### config.mk
export PLATFORM = sky130hd
export DESIGN_NAME = hkvt_ctrl
export DESIGN_NICKNAME = d
export VERILOG_FILES = /design/src/design/hkvt_pkg.sv /design/src/design/hkvt_ctrl.sv
export SDC_FILE = /design/constraint.sdc
export NUM_CORES = 1
export LEC_CHECK = 0
export CORE_AREA = 2 2 39 41
export CTS_BUF_LIST = sky130_fd_sc_hd__clkbuf_16
export DETAILED_ROUTE_END_ITERATION = 7
export DIE_AREA = 0 0 41 43
export DONT_BUFFER_PORTS = 1
export GPL_TIMING_DRIVEN = 0
export SETUP_SLACK_MARGIN = 0.4
export SYNTH_ARGS = -nofsm -noshare
export SYNTH_HDL_FRONTEND = slang
export SYNTH_SLANG_ARGS = --single-unit
### constraint.sdc
create_clock -name clock -period 2.2 [get_ports clock]
set_clock_uncertainty 0.2 [all_clocks]
set_input_delay 0.44 -clock clock [delete_from_list [all_inputs] [get_ports clock]]
set_output_delay 0.44 -clock clock [all_outputs]
set_load 0.05 [all_outputs]
### src/design/hkvt_pkg.sv
`timescale 1ns / 1ps
// ----------------------------------------------------------------------------
// hkvt_pkg
// Shared constants, codes and control/status types for the hash key-value
// table.
// ----------------------------------------------------------------------------
package hkvt_pkg;

   // NUM_BUCKETS must be a power of two (bucket = low key bits)
   localparam int NUM_BUCKETS = 256;
   localparam int WAYS        = 4;
   localparam int VALUE_WIDTH = 32;

   localparam int KEY_WIDTH   = 32;
   localparam int DATA_WIDTH  = 32;
   localparam int WIDE_WIDTH  = 64;
   localparam int BUCKET_AW   = (NUM_BUCKETS > 1) ? $clog2(NUM_BUCKETS) : 1;
   localparam int WAY_AW      = (WAYS > 1) ? $clog2(WAYS) : 1;

   typedef enum logic [1:0] {
      REQ_PUT    = 2'd0,
      REQ_GET    = 2'd1,
      REQ_REMOVE = 2'd2
   } req_kind_type;

   typedef enum logic [2:0] {
      ST_UPDATED  = 3'd0,
      ST_INSERTED = 3'd1,
      ST_DONE     = 3'd2,
      ST_MISSING  = 3'd3,
      ST_FULL     = 3'd4
   } status_type;

   typedef struct packed {
      logic [WAYS-1:0]                  valid;
      logic [WAYS-1:0][KEY_WIDTH-1:0]   key;
      logic [WAYS-1:0][VALUE_WIDTH-1:0] value;
   } row_type;

   typedef struct packed {
      logic capture;
      logic commit;
   } cmd_type;

   typedef struct packed {
      logic out_busy;
   } sts_type;

endpackage

### src/design/hkvt_ctrl.sv
`timescale 1ns / 1ps
// ----------------------------------------------------------------------------
// hkvt_ctrl
// Request sequencer: takes a request, waits for the registered bucket row
// read, then commits once the result register can take the answer.
// ----------------------------------------------------------------------------
module hkvt_ctrl (
   input  logic             clock,
   input  logic             reset,
   input  logic             req_valid,
   output logic             req_stall,
   input  hkvt_pkg::sts_type sts,
   output hkvt_pkg::cmd_type cmd
);

   typedef enum logic {
      S_IDLE,
      S_LOOKUP
   } state_type;

   state_type state_ff;
   logic      req_stall_ff;
   logic      accept;

   assign accept      = req_valid && !req_stall_ff;
   assign req_stall   = req_stall_ff;
   assign cmd.capture = accept;
   assign cmd.commit  = (state_ff == S_LOOKUP) && !sts.out_busy;

   always_ff @(posedge clock) begin
      if (reset) begin
         state_ff     <= S_IDLE;
         req_stall_ff <= 1'b0;
      end else begin
         unique case (state_ff)
            S_IDLE: begin
               if (accept) begin
                  state_ff     <= S_LOOKUP;
                  req_stall_ff <= 1'b1;
               end
            end
            S_LOOKUP: begin
               if (!sts.out_busy) begin
                  state_ff     <= S_IDLE;
                  req_stall_ff <= 1'b0;
               end
            end
            default: begin
               state_ff     <= S_IDLE;
               req_stall_ff <= 1'b0;
            end
         endcase
      end
   end

`ifndef SYNTH
   a_accept_to_lookup: assert property (@(posedge clock) disable iff (reset)
      accept |=> (state_ff == S_LOOKUP) && req_stall_ff)
      else $error("accepted transfer did not start a lookup");

   a_hold_while_busy: assert property (@(posedge clock) disable iff (reset)
      (state_ff == S_LOOKUP) && sts.out_busy |=> (state_ff == S_LOOKUP))
      else $error("lookup left while result register busy");
`endif

endmodule

==> summary.txt, run 1 <==
Leak - 0.0815 nW
layout cell share with drive strength beyond 1 - 46.2%
Crit-path slowest cell - dfxtp_4
top post-synthesis cells by area - dfxtp_1 (40%), and2b_1 (15%), o2bb2ai_2 (15%)
I/O Pins - 7
async set-reset flop share out of synthesis - 0%
per-cell routed wire length - 8.24 um
Post-CTS Hold Buffers - 0
post-synthesis register bit count - 2
first-pass detailed-route iteration total - 1
critical path's largest stage delay - 0.43 ns
DIE AREA - 1760 sq um
switching portion of total power - 18.8%
outcome - finished, final reports clean
CP top delay family - flip-flops
final core utilization - 14.5%
Worst Path Required - 1.56 ns
min Tclk post-route - 1.70 ns
clock slew at reported path FFs - 0.03 ns
net switching power figure - 0.0000650 W
Critical Path End Type - output port
Clock Power Share - 78.3%
clock buffer count from CTS - 3
Row Count - 14
RD Place Congestion - 0.423
post-synth top area cell - dfxtp_1
# diodes - 0
# setup viols final - 0
Die Wd - 41 um
Synth Instances - 10
slew at the pin closest to its max-slew limit - 0.503 ns
Netlist cell types - 8
Hold Violations, Final - 0
combinational share of power - 6.8%
fin nets - 19
final slew viol count - 0
pwr/cell area - 1730 nW/um^2
Final WS setup - 0.504 ns
DRT Wirelength - 239 um
setup repair bufs after CTS - 0
TNS Setup - 0 ns
Clk Latency, worst-skew pair - 0.22 ns
vias per cell - 3.10
CTS tree - done
Total GRT Usage - 3.90%
Seq/Total Area, Yosys - 39.5%
Net Count, Synth - 14
clock buffer depth - 2
top cell type's share of synthesized area - 39.5%
CTS sink count - 2
Met1 Routed Length - 63 um
Initial Util - 7.32%
CP Buf/Inv Count - 1
Die Span Y - 43 um
CP cell instances - and2b_1 -> buf_4
DRC - 0
synth cell count leaders - and2b_1 (2), dfxtp_1 (2)
Int Power - 0.000281 W
Mapped Avg Cell Area - 10.1 sq um
Layout Area Growth over Synthesis - 97.5%
routed wl met2 - 94 um
Antenna Nets Post-Route - 0
post-synth design cell area - 101 sq um
Worst setup SP type - flip-flop
vias in the first global route - 96
crit path kind - flip-flop to output port
routed wl met3 - 68 um
initial antenna violation count - 0
Core ar. - 1380 sq um
Final period util - 77.1%
via count - 90
number of synthesized flops with an enable pin - 0
Max Freq - 0.590 GHz
total grt overflow - 0
Critical Path AT - 1.06 ns
RSZ-0062 raised after global routing - false
worst min path class - input pin to flip-flop
clock root buffer - clkbuf_16
worst vdd ir - 0.000339 V
H-tree depth - 1
top routing layer in use - met4
Post-synth top flop - dfxtp_1
Design Area, Final - 200 sq um
max-cap viol count - 0
largest net degree at the start of global routing - 4
IO buf count - 0
pre-CTS WS - 0.481 ns
Crit Path Max Fanout - 3
placed cell area - 121 sq um
global-route wire length before repair - 289 um
Ys Warns - 0
Slew headroom - 66.5%
sequential fraction of design power - 14.8%
iteration-0 DRC count of the detailed router - 0
==> path summary, 6_finish.rpt <==
kind / slack (ns) / depth (start not counted) / to / start
worst max-delay path: 0.50 / 2 / cmd[1] / req_stall
worst min-delay path: 0.11 / 1 / state_ff / reset
worst max register to register: 1.01 / 2 / req_stall / state_ff
worst min register to register: 0.27 / 2 / state_ff / state_ff
==> worst reg2reg max path, delay by kind of cell, from the launching register on <==
kind	cells	cell delay (ns)
AOI/OAI and AO/OA	1	0.08
DFF	1	0.33
and+or+nand+nor	1	0.45
==> routing by layer <==
layer	track usage, %	vias up
li1	-	40
met4	6.00	0
met2	3.75	9
met1	0.635	39
met5	0	-
met3	8.38	2
==> area by class of cell <==
cell class | instances | area, sq um
multi-input cells | 7 | 53.8
fillers | 161 | 1180
plain buffers | 1 | 7.51
well taps | 16 | 20.0
clock buffers | 3 | 75.1
flip-flops and latches | 2 | 43.8
==> kinds of logic after synthesis <==
kind of cell | synth area share [%]
DFF | 39.5
AOI/OAI and AO/OA | 23.5
buffers and inverters | 7.41
and+or+nand+nor | 29.6
==> timing repair <==
action                     in CTS  in global routing
setup endpoints to repair       1                  1
gates resized for setup         1                  1
hold endpoints to repair        0                  0
==> per-stage QoR <==
stage / hold WS, ns / power (W) / cells
after CTS: 0.111 / 0.000348 / 29
final: 0.107 / 0.000346 / 29
after detailed placement: 0.268 / 0.0000752 / 26
after global routing: 0.117 / 0.000353 / 29
after floorplan: 0.247 / 0.0000729 / 10
after global placement: 0.269 / 0.0000749 / 26
==> state kept, by name, indices dropped and copies added, names as in the netlist <==
| signal | count |
|---|---|
| req_stall | 1 |
| state_ff | 1 |
==> layout by cell type, fill, tap and decap left out, drive strengths merged <==
master | Yosys | layout
nand2 | 1 | 1
nor2 | 1 | 1
buf | 1 | 1
and2b | 2 | 2
or2b | 1 | 1
dfxtp | 2 | 2
o2bb2ai | 2 | 2
clkbuf | 0 | 3
==> power groups by stage <==
stage	registers, W	logic, W	clock network [W]
finish	0.0000513	0.0000236	0.000271
global route	0.0000526	0.0000253	0.000275
CTS	0.0000514	0.0000239	0.000273
detailed placement	0.0000513	0.0000239	0
global placement	0.0000512	0.0000237	0
floorplan	0.0000506	0.0000222	0
No activity file was read; power rests on OpenSTA's default activity.
==> run 2: changes to the inputs <==
--- a/config.mk
+++ b/config.mk
@@ -5,6 +5,7 @@
 export SDC_FILE = /design/constraint.sdc
 export NUM_CORES = 1
 export LEC_CHECK = 0
+export ABC_AREA = 1
 export CORE_AREA = 2 2 39 41
 export CTS_BUF_LIST = sky130_fd_sc_hd__clkbuf_16
 export DETAILED_ROUTE_END_ITERATION = 7
==> constraint.sdc (replaced) <==
create_clock -name clock -period 1.5 [get_ports clock]
set_clock_uncertainty 0.2 [all_clocks]
set_input_delay 0.3 -clock clock [delete_from_list [all_inputs] [get_ports clock]]
set_output_delay 0.3 -clock clock [all_outputs]
set_load 0.05 [all_outputs]
==> run 2 against run 1 <==
Global-route usage rose by 0.90 points. First-iteration DRC count rose by 2. Synthesized area fell by 2.5%. Critical path depth did not move. Power rose by 52%. Synthesized cell count rose by 60%. Die area did not move. Count of clock-buffer cells in the layout did not move. Combinational power rose by 90%. Setup slack got worse by 0.39 ns.
==> summary.txt, run 2 <==
Final WS setup - 0.118 ns (-0.386 ns)
Net Count, Synth - 20 (+6)
slew at the pin closest to its max-slew limit - 0.246 ns (-0.257 ns)
most common cell after layout, fill and taps aside - inv_1
global-route wire length before repair - 462 um (+60%)
per-cell routed wire length - 6.73 um (-18%)
RSZ-0062 raised after global routing - true
clock root buffer - clkbuf_16
CTS sink count - 2 (unchanged)
Initial Util - 7.14% (-0.18 points)
Hold Violations, Final - 0 (unchanged)
TNS Setup - 0 ns (unchanged)
most frequent cell after synthesis - inv_1
clock buffer count from CTS - 3 (unchanged)
vias in the first global route - 126 (+31%)
async set-reset flop share out of synthesis - 0% (unchanged)
IO buf count - 0 (unchanged)
clock buffer depth - 2 (unchanged)
Final Hold Slack - 0.0327 ns (-0.0741 ns)
Die Span Y - 43 um (unchanged)
Hold Crit Depth - 2 (+1)
outcome - finished, final reports clean
DIE AREA - 1760 sq um (unchanged)
largest net degree at the start of global routing - 5 (+1)
final slew viol count - 0 (unchanged)
Antenna Nets Post-Route - 0 (unchanged)
Hold Path End - state_ff
RD Place Congestion - 0.492 (+16%)
DRC - 0 (unchanged)
Post-synth top flop - dfxtp_1
# setup viols final - 0 (unchanged)
synth cell count leaders - inv_1 (6), nor2_1 (3), a21oi_1 (2), dfxtp_1 (2), nand2_1 (2)
top cell type's share of synthesized area - 40.5% (+1.0 points)
pwr/cell area - 2180 nW/um^2 (+26%)
min Tclk post-route - 1.38 ns
placed insts - 32 (+23%)
post-synthesis register bit count - 2 (unchanged)
Critical Path AT - 0.88 ns (-0.18 ns)
vias per cell - 2.92 (-5.9%)
clock slew at reported path FFs - 0.03 ns (about the same)
Total GRT Usage - 4.80% (+0.90 points)
Core ar. - 1380 sq um (unchanged)
Netlist cell types - 6 (-2)
total grt overflow - 0 (unchanged)
Mapped Avg Cell Area - 6.18 sq um (-39%)
Hold Path Origin - req_valid
Seq/Total Area, Yosys - 40.5% (+1.0 points)
Max Freq - 0.724 GHz
worst min path class - input pin to flip-flop
Final period util - 92.1%
worst vdd ir - 0.000703 V (+110%)
Synth Instances - 16 (+6)
max-cap viol count - 0 (unchanged)
Die Wd - 41 um (unchanged)
pre-CTS WS - 0.338 ns (-0.143 ns)
crit path kind - flip-flop to output port
CTS tree - done
Ys Warns - 0 (unchanged)
Filler Cells Inserted - 148 (-8.1%)
total power - 0.000527 W (+52%)
reg2reg path depth - 3 (+1)
Critical Path End Type - output port
Crit Path Max Fanout - 4 (+1)
Layout Area Growth over Synthesis - 144%
multi-input logic area - 43.8 sq um (-19%)
fin nets - 26 (+7)
via count - 108 (+20%)
launching point of the worst reg2reg path - req_stall
commonest non-fill, non-tap cells in the layout - inv_1 (5), clkbuf_16 (3), a21oi_1 (2), nor2_1 (2)
Reg area - 45.0 sq um (+2.9%)
Final Non-Filler Cells - 37 (+28%)
flop-to-flop setup slack - 0.49 ns (-0.52 ns)
Clk Latency, worst-skew pair - 0.22 ns (about the same)
H-tree depth - 1 (unchanged)
Leak - 0.115 nW (+41%)
DRT Wirelength - 249 um (+4.2%)
iteration-0 DRC count of the detailed router - 2 (+2)
I/O Pins - 7 (unchanged)
post-synth design cell area - 98.8 sq um (-2.5%)
number of synthesized flops with an enable pin - 0 (unchanged)
Worst setup SP type - flip-flop
post-synth top area cell - dfxtp_1
Slew headroom - 83.5% (+17 points)
top post-synthesis cells by area - dfxtp_1 (41%), inv_1 (23%), nor2_1 (11%)
initial antenna violation count - 0 (unchanged)
layout cell share with drive strength beyond 1 - 52.4% (+6.2 points)
# diodes - 0 (unchanged)
Worst Path Required - 1.00 ns (-0.56 ns)
Row Count - 14 (unchanged)
FF-to-FF End - state_ff
first-pass detailed-route iteration total - 3 (+2)
run 2: cell types whose count changed after synthesis, sizes merged:
cell / delta
and2b: -2
o2bb2ai: -2
inv: +6
or2b: -1
a21oi: +2
nand2: +1
nor2: +2
run 2: through the flow:
step                      area, sq um  utilization [%]
after floorplan                   126                -
after global placement            146             10.6
after detailed placement          146             10.6
after CTS                         238             17.2
after global routing              241             17.5
final                             241             17.5
run 2: cell families (layout without fill, tap and decap cells):
group | count (synthesis) | count (layout) | share of synthesized area, %
DFF | 2 | 2 | 40.5
and+or+nand+nor | 5 | 5 | 19.0
AOI/OAI and AO/OA | 2 | 2 | 10.1
buffers and inverters | 7 | 12 | 30.4
run 2: metal layers:
| metal | wire [um] | vias to the layer above | part of all wire, % | GRT usage (%) |
|---|---|---|---|---|
| met5 | 0 | - | 0 | 0 |
| met4 | 0 | 0 | 0 | 6.00 |
| met3 | 46 | 0 | 18 | 4.71 |
| met2 | 89 | 9 | 36 | 4.69 |
| met1 | 113 | 46 | 45 | 4.78 |
| li1 | - | 53 | - | - |
run 2: how the worst max path moves through the flow:
stage          cells past startpoint     end      start  slack, ns
5_1_grt                            2  cmd[1]  req_stall       0.09
3_3_place_gp                       2  cmd[1]  req_stall       0.34
4_1_cts                            2  cmd[1]  req_stall       0.12
3_5_place_dp                       2  cmd[1]  req_stall       0.34
2_1_floorplan                      2  cmd[1]  req_stall       0.35
6_report                           2  cmd[1]  req_stall       0.12
run 2: what timing repair did:
item | in CTS | in global routing
setup endpoints to repair | 3 | 3
buffers inserted | 1 | 0
hold buffers | 0 | 0
resized for setup | 1 | 1
endpoints found under the hold margin | 0 | 0
run 2: layout make-up:
cell class / count / share of cell area [%]
clock buffers: 3 / 31.1
flip-flops and latches: 2 / 18.7
multi-input cells: 7 / 18.1
inverters: 6 / 13.0
well taps: 16 / 8.29
plain buffers: 1 / 6.22
repair buffers: 1 / 3.11
clock inverters: 1 / 1.55
run 2: critical path: stages (launching register included):
cell and delay, ns:
dfxtp_4 0.40, nor2_4 0.11, buf_8 0.15
run 2: power by group:
group / switching, W / internal, W / leakage, nW
registers: 0.0000162 / 0.0000598 / 0.0175
clock network: 0.0000632 / 0.000343 / 0.0423
logic: 0.0000267 / 0.0000182 / 0.0548
==> run 3: changes to the inputs <==
--- a/config.mk
+++ b/config.mk
@@ -6,12 +6,15 @@
 export NUM_CORES = 1
 export LEC_CHECK = 0
 export ABC_AREA = 1
+export CELL_PAD_IN_SITES_DETAIL_PLACEMENT = 1
+export CELL_PAD_IN_SITES_GLOBAL_PLACEMENT = 2
 export CORE_AREA = 2 2 39 41
 export CTS_BUF_LIST = sky130_fd_sc_hd__clkbuf_16
 export DETAILED_ROUTE_END_ITERATION = 7
 export DIE_AREA = 0 0 41 43
 export DONT_BUFFER_PORTS = 1
 export GPL_TIMING_DRIVEN = 0
+export PLACE_DENSITY_LB_ADDON = 0.1
 export SETUP_SLACK_MARGIN = 0.4
 export SYNTH_ARGS = -nofsm -noshare
 export SYNTH_HDL_FRONTEND = slang
==> run 3 against run 2 <==
Global-route usage fell by 0.50 points. Via count fell by 4.6%. Die area unchanged. Combinational power is 14% lower. Count of clock-buffer cells in the layout stayed put. Cell area shrank 4.7%.
==> summary.txt, run 3 (synthesis gave the netlist of run 2 again) <==
slew at the pin closest to its max-slew limit - 0.249 ns (+0.00218 ns)
IO buf count - 0 (unchanged)
outcome - finished, final reports clean
Worst setup SP type - flip-flop
worst min path class - input pin to flip-flop
I/O Pins - 7 (unchanged)
Slew headroom - 83.4% (-0.15 points)
pwr/cell area - 2260 nW/um^2 (+3.4%)
most common cell after layout, fill and taps aside - inv_1
crit path kind - flip-flop to output port
Critical Path End Type - output port
Max Freq - 0.724 GHz (about the same)
Met1 Routed Length - 87 um (-23%)
layout cell share with drive strength beyond 1 - 50.0% (-2.4 points)
iteration-0 DRC count of the detailed router - 1 (-1)
Leak - 0.108 nW (-5.6%)
Final period util - 92.1% (about the same)
clock root buffer - clkbuf_16
initial antenna violation count - 0 (unchanged)
RSZ-0062 raised after global routing - true
# setup viols final - 0 (unchanged)
Crit Path Max Fanout - 4 (unchanged)
DRT Wirelength - 270 um (+8.4%)
setup repair bufs after CTS - 0 (-1)
placed insts - 32 (unchanged)
global-route wire length before repair - 420 um (-9.1%)
min Tclk post-route - 1.38 ns (-0.000337 ns)
per-cell routed wire length - 7.50 um (+11%)
Die Wd - 41 um (unchanged)
# diodes - 0 (unchanged)
fin nets - 25 (-3.8%)
largest net degree at the start of global routing - 5 (unchanged)
DIE AREA - 1760 sq um (unchanged)
post-cts repair resize count - 1 (unchanged)
Critical Path AT - 0.88 ns (about the same)
Antenna Nets Post-Route - 0 (unchanged)
commonest non-fill, non-tap cells in the layout - inv_1 (5), clkbuf_16 (3), a21oi_1 (2), nor2_1 (2)
DRC - 0 (unchanged)
top routing layer in use - met3
Core ar. - 1380 sq um (unchanged)
H-tree depth - 1 (unchanged)
RD Place Congestion - 0.532 (+8.0%)
max-cap viol count - 0 (unchanged)
Worst Path Required - 1.00 ns (about the same)
worst vdd ir - 0.000595 V (-15%)
final core utilization - 16.6% (-0.81 points)
routed wl met3 - 46 um (unchanged)
Layout Area Growth over Synthesis - 133%
CTS sink count - 2 (unchanged)
Final Non-Filler Cells - 36 (-2.7%)
vias in the first global route - 124 (-1.6%)
Final WS setup - 0.119 ns (+0.000337 ns)
routed wl met2 - 136 um (+53%)
Filler Cells Inserted - 165 (+11%)
clock slew at reported path FFs - 0.03 ns (about the same)
Initial Util - 7.14% (unchanged)
Hold Violations, Final - 0 (unchanged)
CTS tree - done
vias per cell - 2.86 (-2.0%)
total power - 0.000520 W (-1.4%)
first-pass detailed-route iteration total - 2 (-1)
clock buffer count from CTS - 3 (unchanged)
Row Count - 14 (unchanged)
TNS Setup - 0 ns (unchanged)
Post-CTS Hold Buffers - 0 (unchanged)
clock buffer depth - 2 (unchanged)
via count - 103 (-4.6%)
final slew viol count - 0 (unchanged)
Total GRT Usage - 4.30% (-0.50 points)
Clk Latency, worst-skew pair - 0.22 ns (about the same)
total grt overflow - 0 (unchanged)
pre-CTS WS - 0.329 ns (-0.00984 ns)
Die Span Y - 43 um (unchanged)
-- run 3: path summary, 6_finish.rpt --
check         endpoint  slack (ns)  cells after the start      start
max             cmd[1]        0.12                      2  req_stall
min          req_stall        0.03                      2  req_valid
max reg2reg   state_ff        0.48                      3  req_stall
min reg2reg   state_ff        0.31                      2   state_ff
-- run 3: final cells by class --
type / instances / area (sq um) / area share [%]
Buffer: 1 / 11.3 / 4.89
Inverter: 6 / 31.3 / 13.6
Sequential cell: 2 / 45.0 / 19.6
Multi-Input combinational cell: 7 / 43.8 / 19.0
Clock buffer: 3 / 75.1 / 32.6
Clock inverter: 1 / 3.75 / 1.63
Tap cell: 16 / 20.0 / 8.70
-- run 3: worst max-delay path, stage by stage (launching register included) --
cell,delay (ns)
dfxtp_4,0.40
nor2_4,0.10
buf_6,0.16
-- run 3: metal layers --
layer / global-route usage (%) / up-vias
li1: - / 50
met1: 3.50 / 45
met2: 5.31 / 8
met3: 4.71 / 0
met4: 4.00 / 0
met5: 0 / -
-- run 3: power breakdown --
part            total, W  internal, W  switching (W)
logic          0.0000385    0.0000135      0.0000250
registers      0.0000765    0.0000598      0.0000167
clock network   0.000405     0.000343      0.0000619
total           0.000520     0.000416       0.000104
-- run 3: through the flow --
stage | instance area, sq um | hold slack [ns]
after global placement | 146 | 0.270
after CTS | 230 | 0.0380
after floorplan | 126 | 0.243
final | 230 | 0.0330
after global routing | 230 | 0.0551
after detailed placement | 146 | 0.263
